File: src/rtl/ttv_pkg.sv
// ----------------------------------------------------------------------------
// ttv_pkg
// Shared widths, register indexes and types of the triangle tangent unit.
// ----------------------------------------------------------------------------
`default_nettype none

package ttv_pkg;

   // field widths
   localparam int POS_W  = 32;
   localparam int TEX_W  = 16;
   localparam int DIFF_W = POS_W + 1;   // position edge
   localparam int TD_W   = TEX_W + 1;   // texture difference
   localparam int OUT_W  = 16;
   localparam int EPS_W  = 21;

   // configuration register file
   localparam int                 CSR_IDX_W       = 2;
   localparam logic [CSR_IDX_W-1:0] CSR_DET_EPSILON = 2'd0;
   localparam logic [CSR_IDX_W-1:0] CSR_FLIP_TEX_T  = 2'd1;
   localparam logic [EPS_W-1:0]   EPS_RESET       = 21'd1678;
   localparam logic               FLIP_RESET      = 1'b1;

   // depth of the job queue between front and back
   localparam int QUEUE_DEPTH = 2;

   // one vertex as held by the front
   typedef struct packed {
      logic signed [POS_W-1:0] x;
      logic signed [POS_W-1:0] y;
      logic signed [POS_W-1:0] z;
      logic signed [TEX_W-1:0] s;
      logic signed [TEX_W-1:0] t;
   } vertex_type;

   // one triangle's differences, handed from front to back
   typedef struct packed {
      logic signed [DIFF_W-1:0] px;
      logic signed [DIFF_W-1:0] py;
      logic signed [DIFF_W-1:0] pz;
      logic signed [DIFF_W-1:0] qx;
      logic signed [DIFF_W-1:0] qy;
      logic signed [DIFF_W-1:0] qz;
      logic signed [TD_W-1:0]   s1;
      logic signed [TD_W-1:0]   t1;
      logic signed [TD_W-1:0]   s2;
      logic signed [TD_W-1:0]   t2;
   } job_type;

   // configuration as seen by front and back
   typedef struct packed {
      logic [EPS_W-1:0] det_epsilon;
      logic             flip_tex_t;
   } csr_type;

endpackage

`default_nettype wire

File: src/rtl/ttv_job_queue.sv
// ----------------------------------------------------------------------------
// ttv_job_queue
// Short queue of triangle jobs between the front and the back.
// ----------------------------------------------------------------------------
`default_nettype none

module ttv_job_queue #(
   parameter int DEPTH = ttv_pkg::QUEUE_DEPTH
) (
   input  wire logic             clock,
   input  wire logic             reset,
   input  wire logic             push,
   input  wire ttv_pkg::job_type push_data,
   output logic                  full,
   input  wire logic             pop,
   output ttv_pkg::job_type      pop_data,
   output logic                  empty
);
   import ttv_pkg::*;

   localparam int PTR_W = (DEPTH > 1) ? $clog2(DEPTH) : 1;
   localparam int CNT_W = $clog2(DEPTH + 1);
   localparam logic [PTR_W-1:0] LAST = PTR_W'(DEPTH - 1);
   localparam logic [CNT_W-1:0] FULL_COUNT = CNT_W'(DEPTH);

   job_type          slot_ff [DEPTH];
   logic [PTR_W-1:0] wr_ptr_ff, wr_ptr_in, rd_ptr_ff, rd_ptr_in;
   logic [CNT_W-1:0] count_ff, count_in;
   logic             do_push, do_pop;

   assign full     = (count_ff == FULL_COUNT);
   assign empty    = (count_ff == '0);
   assign pop_data = slot_ff[rd_ptr_ff];

   // advance pointers and count
   always_comb begin
      do_push   = push && !full;
      do_pop    = pop && !empty;
      wr_ptr_in = wr_ptr_ff;
      rd_ptr_in = rd_ptr_ff;
      count_in  = count_ff;
      if (do_push) begin
         wr_ptr_in = (wr_ptr_ff == LAST) ? '0 : wr_ptr_ff + 1'b1;
      end
      if (do_pop) begin
         rd_ptr_in = (rd_ptr_ff == LAST) ? '0 : rd_ptr_ff + 1'b1;
      end
      if (do_push && !do_pop) begin
         count_in = count_ff + 1'b1;
      end else if (do_pop && !do_push) begin
         count_in = count_ff - 1'b1;
      end
   end

   always_ff @(posedge clock) begin
      if (reset) begin
         wr_ptr_ff <= '0;
         rd_ptr_ff <= '0;
         count_ff  <= '0;
      end else begin
         wr_ptr_ff <= wr_ptr_in;
         rd_ptr_ff <= rd_ptr_in;
         count_ff  <= count_in;
      end
      if (do_push) begin
         slot_ff[wr_ptr_ff] <= push_data;
      end
   end

endmodule

`default_nettype wire

File: config.mk
export PLATFORM = sky130hd
export DESIGN_NAME = ttv_job_queue
export DESIGN_NICKNAME = d
export VERILOG_FILES = /design/src/rtl/ttv_pkg.sv /design/src/rtl/ttv_job_queue.sv
export SDC_FILE = /design/constraint.sdc
export NUM_CORES = 1
export LEC_CHECK = 0
export ABC_AREA = 1
export BUFFER_PORTS_ARGS = -buffer_cell sky130_fd_sc_hd__clkbuf_2
export CAP_MARGIN = 25
export CORE_ASPECT_RATIO = 1.4
export CORE_MARGIN = 2
export CORE_UTILIZATION = 40
export CTS_CLUSTER_DIAMETER = 40
export CTS_CLUSTER_SIZE = 30
export DETAILED_ROUTE_END_ITERATION = 10
export PLACE_DENSITY = 0.75
export SLEW_MARGIN = 20
export SYNTH_ARGS = -nofsm -noshare
export SYNTH_HDL_FRONTEND = slang
export SYNTH_SLANG_ARGS = --single-unit
export TNS_END_PERCENT = 20
File: constraint.sdc
create_clock -name clock -period 26.4 [get_ports clock]
set_clock_uncertainty 0.15 [all_clocks]
set_input_delay 5.28 -clock clock [delete_from_list [all_inputs] [get_ports clock]]
set_output_delay 5.28 -clock clock [all_outputs]
set_load 0.02 [all_outputs]
Word-level counts from Yosys, hierarchy flattened

Memories as Yosys holds them, arrays and structs flattened. A register that Yosys moved wholly into a read port is not among the register bits.
Cells that the tools add are included.

Output and inout port bits: 268
Register bits: 4
Memories: 1
Input port bits: 270
Memory bits (writable): 532

Memory list:

| memory  | depth | width | rd ports | clocked after Yosys merged registers in | write ports | line                | RTL |
|---|---|---|---|---|---|---|---|
| slot_ff | 2     | 266   | 1        | 1                                       | 1           | ttv_job_queue.sv:26 | `job_type slot_ff [DEPTH];` |

Equal/unequal tests: 1
Reduce and logical (&&, ||, !) cells: 10
Add/sub/neg operators: 4
Muxes and demuxes: 8

Operator list:

| kind                | number |
|---|---|
| $mux 1              | 6 |
| $logic_and 1x1->1   | 4 |
| $logic_not 1->1     | 4 |
| $mux 2              | 2 |
| $add 1x1->1 const B | 2 |
| $add 2x1->2 const B | 1 |
| $eq 2x2->1 const B  | 1 |
| $logic_not 2->1     | 1 |
| $reduce_bool 2->1   | 1 |
| $sub 2x1->2 const B | 1 |

Depth between registers and ports, before layout

Depth in word-level cells: 7
Mapped depth: 10
Depth with buffers taken out: 10

Worst setup path after synthesis

OpenSTA, ideal clock, no wires.

Path kind: input port to flip-flop
Start: in push
End: mem slot_ff[0][0] in the netlist's numbering, enable pin
Required time: 25351 ps
Library setup time: 899 ps
Setup slack: 8900 ps
Arrival time: 16451 ps
Stages: 2
Path buffers: 0
Path through: o21ai_0 -> nor2_1

Cells in the longest elaborated chain, start to end: 3

RTL lines:

| item                         | line                | RTL |
|---|---|---|
| start, declared              | ttv_job_queue.sv:12 | `input wire logic push,` |
| $logic_and 1x1->1            | ttv_job_queue.sv:37 | `do_push = push && !full;` |
| $mux 1                       | ttv_job_queue.sv:65 | `if (do_push) begin` |
| $mux 1 (implied by the code) | ttv_job_queue.sv:66 | `slot_ff[wr_ptr_ff] <= push_data;` |
| end, declared                | ttv_job_queue.sv:26 |  |

Every way passes these cells.

==> out/qor.txt <==
status: finished clean
via count: 10,107
Syn Nets: 1,136
CTS tree: yes
input/output buffers: 537
DRT Pass-1 Iters: 4
drt drc: 0
Pwr Total: 2.50 mW
crit path time final: 9.11 ns
hold_buf cts: 0
biggest area consumer among synthesized cells: edfxtp_1
worst path required time: 20.97 ns
Final Cycle Share: 0.345
Core Area: 0.0509 sq mm
endpoints failing hold: 0
DIE AREA: 0.0531 sq mm
CTS root buffer: clkbuf_16
flops & latches, synth: 537
Total Routed Length: 42.5 mm
hold path startpoint: wr_ptr_ff
antenna violations before repair: 6
setup total negative slack: 0 ns
total track usage: 0.155
drt via density: 4.76
Hold Path Class: flop to flop
Starting DRT DRC Count: 405
final count of negative-setup-slack endpoints: 0
hold path depth: 2
nets: 1,704
top cells by area, synth: edfxtp_1, mux2_4, mux2_2, buf_6, buf_8
max_cap viols: 0
fin. max-slew vios: 0
non-filler cells, final: 2,125
worst-margin pin slew: 1.19 ns
relative slew slack: 0.204
Skew-Pair Late Insertion Delay: 0.57 ns
Syn Inst Count: 865
RR Startpoint: count_ff[0]
Startpoint Class: flop
Clock Pin Slew Worst Setup and Hold Paths: 0.07 ns
Worst Setup End Kind: primary output
P&R area growth vs syn: 23.9%
FF-to-FF path depth: 4
starting density of the core: 0.403
commonest non-fill, non-tap cell in the layout: clkbuf_2
cell row count: 98
first-pass GRT wire length: 62.0 mm
post_cts resized: 0
yosys warns: 0
Syn Area/Cell: 23.7 sq um
Detailed Place HPWL: 30.2 mm
Ports: 538
largest net degree at the start of global routing: 130
power density cells: 98.3 mW/mm^2
Crit Path Class: flop to primary output
mapped cell area: 0.0205 sq mm
WHS Endpoint: wr_ptr_ff
Seq/Total Area, Yosys: 0.785
crit path DAT: 3.68 ns
most frequent cells in the layout: clkbuf_2, edfxtp_1, mux2_4
GP Congestion: 0.839
cell area after layout: 0.0254 sq mm
H-tree Lvls: 2
reg2reg setup slack: 23.27 ns
CTS max path bufs: 3
die extent in y: 272 um
Max VDD drop: 78.1 uV
Avg WL per Cell: 20.0 um
die width: 195 um
RSZ-0062 raised after global routing: no
number of global-route vias before repair: 10,850
total congestion overflow: 0
RR Endpoint: slot_ff[1][169]
DRT antenna net count: 0
CTS Sinks: 537
Leak Pwr: 10.0 nW
top fanout value on the critical path: 55
placed cells: 2,033
placed cell area: 0.0237 sq mm
CTS buffer count: 48
FMAX: 0.110 GHz
Netlist cell types: 17
layout cells sized above 1: 0.613
post-synth top area share: 0.780
Post-CTS Repair Setup Buffers: 0
-- Yosys cell counts (all sizes together) --
cell type    n
edfxtp     532
mux2       266
buf         30
inv          9
nor2         9
dfxtp        5
o21ai        5
nand2        4
a21oi        1
and2         1
ha           1
nand3        1
nand4        1
-- report_power, final --
group	internal (mW)	switching, mW
Combinational	0.283	0.379
Clock	0.379	0.333
Sequential	1.08	0.0426
-- sequential cells by signal (all words and copies together) (netlist names), named ones only --
signal     flops
slot_ff      532
wr_ptr_ff      1
count_ff       2
rd_ptr_ff      1
-- through the flow --
step / worst slack [ns] / hold slack (ns) / util
after floorplan: 8.90 / 0.326 / -
after global routing: 17.09 / 0.421 / 0.499
final: 17.29 / 0.406 / 0.499
after global placement: 17.97 / 0.370 / 0.466
after detailed placement: 17.87 / 0.392 / 0.466
after CTS: 17.22 / 0.410 / 0.499
-- final cells by class --
| class | instances | area [sq um] |
|---|---|---|
| Fill cell | 4056 | 25500 |
| Sequential cell | 537 | 16100 |
| Multi-Input combinational cell | 289 | 4020 |
| Timing Repair Buffer | 548 | 2780 |
| Clock buffer | 52 | 1240 |
| Tap cell | 650 | 813 |
| Clock inverter | 37 | 419 |
| Inverter | 9 | 33.8 |
| Antenna cell | 3 | 7.51 |
-- layer usage --
metal / global-route usage / up-vias / share of wire
met5: 0 / - / 0
met4: 0.0992 / 0 / 0.063
met3: 0.0527 / 132 / 0.078
met2: 0.281 / 473 / 0.52
met1: 0.149 / 4911 / 0.34
li1: - / 4591 / -
-- worst max path at each step --
stage | cells past startpoint | start | to
finish | 4 | flop | pop_data[111]
global route | 4 | flop | pop_data[132]
CTS | 4 | flop | pop_data[111]
detailed placement | 4 | flop | pop_data[111]
global placement | 4 | flop | pop_data[101]
floorplan | 2 | push | slot_ff[0][0]
-- logic make-up (layout without fill, tap and decap cells) --
| family | after synthesis | after routing | synth area share |
|---|---|---|---|
| other | 0 | 3 | 0 |
| muxes | 266 | 266 | 0.190 |
| buffers and inverters | 39 | 646 | 0.0200 |
| adders and majority gates | 1 | 1 | 0.000611 |
| AOI/OAI and AO/OA | 6 | 6 | 0.00147 |
| and+or+nand+nor | 16 | 16 | 0.00324 |
| DFF | 537 | 537 | 0.785 |
-- critical path, cell delays in order (launching register included) --
cell	delay, ns
dfxtp_4	0.87
buf_4	0.71
buf_4	0.86
mux2_4	0.36
clkbuf_2	0.16
Note: power is estimated with default switching activity, not from simulation.
