**config.mk**
```make
export PLATFORM = sky130hd
export DESIGN_NAME = ttv_front
export DESIGN_NICKNAME = d
export VERILOG_FILES = /design/src/rtl/ttv_pkg.sv /design/src/rtl/ttv_front.sv
export SDC_FILE = /design/constraint.sdc
export NUM_CORES = 1
export LEC_CHECK = 0
export CORE_MARGIN = 10
export CORE_UTILIZATION = 55
export DETAILED_ROUTE_END_ITERATION = 10
export DONT_BUFFER_PORTS = 1
export PLACE_DENSITY = 0.66
export SYNTH_ARGS = -nofsm -noshare
export SYNTH_HDL_FRONTEND = slang
export SYNTH_SLANG_ARGS = --single-unit
export TNS_END_PERCENT = 100
```
**constraint.sdc**
```tcl
create_clock -name clock -period 37.3 [get_ports clock]
set_input_delay 7.46 -clock clock [delete_from_list [all_inputs] [get_ports clock]]
set_output_delay 7.46 -clock clock [all_outputs]
set_load 0.1 [all_outputs]
```
**src/rtl/ttv_pkg.sv**
```systemverilog
// ----------------------------------------------------------------------------
// ttv_pkg
// Shared widths, register indexes and types of the triangle tangent unit.
// ----------------------------------------------------------------------------
`default_nettype none

package ttv_pkg;

   // field widths
   localparam int POS_W  = 32;
   localparam int TEX_W  = 16;
   localparam int DIFF_W = POS_W + 1;   // position edge
   localparam int TD_W   = TEX_W + 1;   // texture difference
   localparam int OUT_W  = 16;
   localparam int EPS_W  = 21;

   // configuration register file
   localparam int                 CSR_IDX_W       = 2;
   localparam logic [CSR_IDX_W-1:0] CSR_DET_EPSILON = 2'd0;
   localparam logic [CSR_IDX_W-1:0] CSR_FLIP_TEX_T  = 2'd1;
   localparam logic [EPS_W-1:0]   EPS_RESET       = 21'd1678;
   localparam logic               FLIP_RESET      = 1'b1;

   // depth of the job queue between front and back
   localparam int QUEUE_DEPTH = 2;

   // one vertex as held by the front
   typedef struct packed {
      logic signed [POS_W-1:0] x;
      logic signed [POS_W-1:0] y;
      logic signed [POS_W-1:0] z;
      logic signed [TEX_W-1:0] s;
      logic signed [TEX_W-1:0] t;
   } vertex_type;

   // one triangle's differences, handed from front to back
   typedef struct packed {
      logic signed [DIFF_W-1:0] px;
      logic signed [DIFF_W-1:0] py;
      logic signed [DIFF_W-1:0] pz;
      logic signed [DIFF_W-1:0] qx;
      logic signed [DIFF_W-1:0] qy;
      logic signed [DIFF_W-1:0] qz;
      logic signed [TD_W-1:0]   s1;
      logic signed [TD_W-1:0]   t1;
      logic signed [TD_W-1:0]   s2;
      logic signed [TD_W-1:0]   t2;
   } job_type;

   // configuration as seen by front and back
   typedef struct packed {
      logic [EPS_W-1:0] det_epsilon;
      logic             flip_tex_t;
   } csr_type;

endpackage

`default_nettype wire

```
**src/rtl/ttv_front.sv**
```systemverilog
// ----------------------------------------------------------------------------
// ttv_front
// Groups vertices in threes and forms the edge and texture differences.
// ----------------------------------------------------------------------------
`default_nettype none

module ttv_front (
   input  wire logic                          clock,
   input  wire logic                          reset,
   input  wire ttv_pkg::csr_type              csr,
   input  wire logic                          push,
   output logic                               full,
   input  wire logic signed [ttv_pkg::POS_W-1:0] pos_x,
   input  wire logic signed [ttv_pkg::POS_W-1:0] pos_y,
   input  wire logic signed [ttv_pkg::POS_W-1:0] pos_z,
   input  wire logic signed [ttv_pkg::TEX_W-1:0] tex_s,
   input  wire logic signed [ttv_pkg::TEX_W-1:0] tex_t,
   input  wire logic                          mesh_start,
   output logic                               job_push,
   output ttv_pkg::job_type                   job,
   input  wire logic                          job_full
);
   import ttv_pkg::*;

   logic [1:0]  count_ff, count_in, count_eff;
   vertex_type  held0_ff, held0_in, held1_ff, held1_in, cur;
   logic        accept;
   logic signed [TD_W-1:0] dt1, dt2;

   assign full   = job_full;
   assign accept = push && !job_full;

   // current vertex and effective group position
   always_comb begin
      cur.x = pos_x;
      cur.y = pos_y;
      cur.z = pos_z;
      cur.s = tex_s;
      cur.t = tex_t;
      count_eff = mesh_start ? 2'd0 : count_ff;
   end

   // hold the first two vertices, drop the group on the third
   always_comb begin
      count_in = count_ff;
      held0_in = held0_ff;
      held1_in = held1_ff;
      if (accept) begin
         if (count_eff == 2'd0) begin
            held0_in = cur;
            count_in = 2'd1;
         end else if (count_eff == 2'd1) begin
            held1_in = cur;
            count_in = 2'd2;
         end else begin
            count_in = 2'd0;
         end
      end
   end

   // differences of the completed triangle
   always_comb begin
      dt1 = {held1_ff.t[TEX_W-1], held1_ff.t} - {held0_ff.t[TEX_W-1], held0_ff.t};
      dt2 = {cur.t[TEX_W-1], cur.t} - {held0_ff.t[TEX_W-1], held0_ff.t};
      job.px = {held1_ff.x[POS_W-1], held1_ff.x} - {held0_ff.x[POS_W-1], held0_ff.x};
      job.py = {held1_ff.y[POS_W-1], held1_ff.y} - {held0_ff.y[POS_W-1], held0_ff.y};
      job.pz = {held1_ff.z[POS_W-1], held1_ff.z} - {held0_ff.z[POS_W-1], held0_ff.z};
      job.qx = {cur.x[POS_W-1], cur.x} - {held0_ff.x[POS_W-1], held0_ff.x};
      job.qy = {cur.y[POS_W-1], cur.y} - {held0_ff.y[POS_W-1], held0_ff.y};
      job.qz = {cur.z[POS_W-1], cur.z} - {held0_ff.z[POS_W-1], held0_ff.z};
      job.s1 = {held1_ff.s[TEX_W-1], held1_ff.s} - {held0_ff.s[TEX_W-1], held0_ff.s};
      job.s2 = {cur.s[TEX_W-1], cur.s} - {held0_ff.s[TEX_W-1], held0_ff.s};
      job.t1 = csr.flip_tex_t ? -dt1 : dt1;
      job.t2 = csr.flip_tex_t ? -dt2 : dt2;
      job_push = accept && (count_eff == 2'd2);
   end

   always_ff @(posedge clock) begin
      if (reset) begin
         count_ff <= 2'd0;
      end else begin
         count_ff <= count_in;
      end
      held0_ff <= held0_in;
      held1_ff <= held1_in;
   end

endmodule

`default_nettype wire

```
# ---- After elaboration in Yosys (flattened, before gate mapping)
# Cells that the tools add are included.
dict set report totals {
  output_inout_bits 268
  mem_bits_rw 0
  in_bits 155
  n_memories 0
  latch_bits 0
  romBits 0
  elab_cells 37
  regBits 258
}
dict set report classes {
  order_cmp 0
  eq_ne 2
  n_shift 0
  n_reduce_logical 6
  n_mux 5
  bitwise_logic 1
  multipliers 0
  add_sub_neg 12
  div_mod_pow 0
}
# operator n
set op_table {}
lappend op_table {{32-bit by 32-bit subtractor with 33-bit output} 6}
lappend op_table {{16-bit by 16-bit subtractor with 17-bit output} 4}
lappend op_table {{17-bit 2-to-1 mux} 2}
lappend op_table {{17-bit negation} 2}
lappend op_table {{2-bit 2-to-1 mux} 3}
lappend op_table {{3-bit AND reduction} 1}
lappend op_table {{2-bit by 1-bit == test with 1-bit output, second input constant} 1}
lappend op_table {{2-bit == test, second input constant} 1}
lappend op_table {{1-bit logical AND} 2}
lappend op_table {{2-bit logical NOT} 1}
lappend op_table {{2-bit AND reduction} 1}
lappend op_table {{1-bit logical NOT} 1}
lappend op_table {{1-bit NOT} 1}

# ---- Logic depth before layout (Yosys ltp)
dict set report logic_depth {
  ltp_word 4
  depth_mapped 13
  mapped_depth_nobuf 13
}

# ---- Least setup slack after synthesis
# Ideal clock, no wire load.
dict set report synth_path {
  kind {input-to-reg}
  startpoint {input port job_full}
  endpoint {register held1_ff[0] (netlist bit), enable pin}
  arrival_ns 20.796
  slack_ns 15.528
  setup_time_ns 0.976
  n_path_buf 0
  cell_stages 2
  required_ns 36.324
  path_cell_list {nand2b_1 -> nor4b_1}
}
dict set report synth_between {
  elab_chain_cells 3
}
# item line_no
set synth_rtl {}
lappend synth_rtl {{start: declaration} ttv_front.sv:21} ;# input wire logic job_full
lappend synth_rtl {{1-bit logical NOT} ttv_front.sv:31} ;# assign accept = push && !job_full;
lappend synth_rtl {{1-bit logical AND} ttv_front.sv:31}
lappend synth_rtl {{3-bit AND reduction (no line)} n/a}
lappend synth_rtl {{end signal: assignment} ttv_front.sv:85} ;# held1_ff <= held1_in;
lappend synth_rtl {{end: declaration} ttv_front.sv:26} ;# vertex_type held0_ff, held0_in, held1_ff, held1_in, cur;
# No other way between the ends.
# A chain may end at the register's enable or synchronous reset.

==> results.txt <==
Post-DP Area = 24,500 sq um
LEAKAGE = 0.0114 uW
RR Startpoint = count_ff[1]
total congestion overflow = 0
hold buffers post-CTS = 0
TritonCTS Buffers = 31
cell count after synthesis = 2,170
drt wl/cell = 20.2 microns
Iteration-0 DRC Markers = 1,018
Synthesized Nets = 2,595
clock-pin slew on the worst setup and hold paths = 60 ps
Total GRT Usage = 0.245
first-pass GRT wire length = 91,800 microns
initial antenna violation count = 2
nets@finish = 2,782
min Tclk post-route = 18,750 ps
Die X = 215 microns
RSZ-0062 raised after global routing = no
Worst Setup SP = pos_z[0]
flops & latches, synth = 258
Die Area = 46,300 sq um
drt total wl = 58,500 microns
final setup violation count = 0
Seq/Total Area, Yosys = 0.369
Pwr per Cell Area = 48.3 nW/um^2
gpl congestion = 0.905
# resized after CTS = 0
ys flop type = edfxtp_1
Critical Path Start Type = input pin
final antenna-violating net count = 0
Worst-Skew Late Latency = 580 ps
Fin. Hold Viols = 0
Post-synth EDFFs = 256
Ys Warns = 0
Total Power = 1240 uW
peak supply drop = 0.0000404 V
Top Layer Used = met4
CTS Buffer Depth = 3
CTS tree = done
Crit. End Element = output pin
fraction of registers with async set/reset = 0
r2r setup slk = 34,160 ps
area of the core = 37,600 sq um
fin. max-slew vios = 0
synthesis-to-finish area growth = 22.3%
IO buf count = 0
# IOs = 423
number of max-cap violations = 0
DR WL met3 = 5150 microns
Worst Max-Slew Pin Slew = 1410 ps
initial core utilization = 0.557
wire length on met2 = 28,300 microns
critical setup path kind = input pin to output pin
most area-hungry cell type in the Yosys netlist = edfxtp_1
Met1 Wirelength = 23,300 microns
hold wc startpoint = count_ff[0]
die span in y = 215 microns
H-tree Lvls = 1
Synth top area share = 0.367
Yosys cell types = 78
critical path arrival = 11,290 ps
CP Max Fanout = 5
vias in the first global route = 16,800
ANT cells = 0
CTS Root Cell = clkbuf_16
fraction of final layout cells sized beyond drive strength 1 = 0.205
setup repair bufs after CTS = 0
setup TNS = 0 ps
final core occ = 0.681
Slew headroom = 0.0524
Area contributors post-synth = edfxtp_1 (37%), ha_1 (16%), xnor2_1 (6.7%)
Final Skew = 17.8 ps
status = complete, no violations
period utilization = 0.503
Vias/cell = 5.85
Worst Path Required = 29,840 ps
total number of vias = 16,900
Post-Syn Area = 20,900 sq um
drt pass-1 iters = 5
Site Rows = 71
mean post-synth cell area = 9.65 sq um
hpwl dp = 47,300 microns
hold slack = 556 ps
highest clock rate = 0.0533 GHz
DRC Markers = 0
cell area after layout = 25,600 sq um
HP Class = flip-flop to flip-flop
clock sink count = 258
largest net degree at the start of global routing = 67
## power breakdown
part	internal, uW	total, uW	leakage, uW	switching [uW]
clock	193	318	0.000515	125
sequential	328	331	0.00237	2.19
combinational	130	587	0.00854	458
total	651	1240	0.0114	584
## area by class of cell
type	count	area, sq um
multi-input cells	1670	14000
fillers	2899	12000
flip-flops and latches	258	7730
repair buffers	170	1350
inverters	226	848
clock buffers	33	783
well taps	511	639
clock inverters	24	290
## per-layer routing
layer | GRT usage | vias up
met3 | 0.0813 | 86
li1 | - | 8275
met1 | 0.286 | 8051
met5 | 0 | -
met2 | 0.422 | 502
met4 | 0.0690 | 0
## critical path: stages
cell       delay [ps]
inv_1              40
ha_1              190
fa_1              250
nor2b_1            70
o21a_1            180
o21ai_0           230
a31oi_1           300
a2111oi_0         960
o31ai_1           360
a221o_1           450
a21boi_0          310
xnor2_2           150
buf_4             340
## cells in the mapped netlist, drive strengths merged (9+ instances only)
master   count
a2111oi     10
a211oi      16
a21boi      17
a21o        96
a21oi      173
a31oi       19
and2        14
and3        31
clkbuf      14
edfxtp     256
fa          10
ha         260
inv        226
nand2      113
nand2b      35
nand3       39
nand4       17
nor2       153
nor2b       37
nor3        51
o211ai      15
o21a        44
o21ai      107
o21bai      23
o31a        13
o31ai       18
o41ai        9
or2         12
or3         15
xnor2      161
xor2        64
## registers in the layout, indices dropped and copies added, names as in the netlist
signal    cells
count_ff      2
held1_ff    128
held0_ff    128
## through the flow
step / instances / setup WS [ps]
floorplan: 2170 / 15530
CTS: 2892 / 18650
global route: 2892 / 18230
global placement: 2835 / 18750
finish: 2892 / 18550
detailed placement: 2835 / 18680
## final timing paths
path,end,cells after the start
worst max-delay path,job[98],13
worst min-delay path,count_ff[0],2
worst max register to register,held0_ff[38],5
worst min register to register,count_ff[0],2
## cells by family (layout without fill, tap and decap cells)
group                    Yosys count  after routing  synth area share
adder cells (fa/ha/maj)          270            270             0.165
buffers and inverters            242            453            0.0438
XOR/XNOR                         225            225            0.0942
AND/OR/NAND/NOR                  548            548             0.130
multiplexers                       2              2          0.000957
flip-flops                       258            258             0.369
AO/OA/AOI/OAI                    625            625             0.197
## cell usage in the layout, fill, tap and decap left out, drive strengths merged, types with 6 or more instances in the layout
| cell type | instances |
|---|---|
| a2111oi | 10 |
| a211oi | 16 |
| a21boi | 17 |
| a21o | 96 |
| a21oi | 173 |
| a31o | 7 |
| a31oi | 19 |
| and2 | 14 |
| and3 | 31 |
| and4 | 7 |
| buf | 168 |
| bufinv | 6 |
| clkbuf | 35 |
| clkinv | 11 |
| edfxtp | 256 |
| fa | 10 |
| ha | 260 |
| inv | 228 |
| nand2 | 113 |
| nand2b | 35 |
| nand3 | 39 |
| nand4 | 17 |
| nor2 | 153 |
| nor2b | 37 |
| nor3 | 51 |
| nor3b | 7 |
| o211ai | 15 |
| o21a | 44 |
| o21ai | 107 |
| o21bai | 23 |
| o31a | 13 |
| o31ai | 18 |
| o41ai | 9 |
| or2 | 12 |
| or3 | 15 |
| or4 | 6 |
| xnor2 | 161 |
| xor2 | 64 |
(Power assumes the default switching activity.)
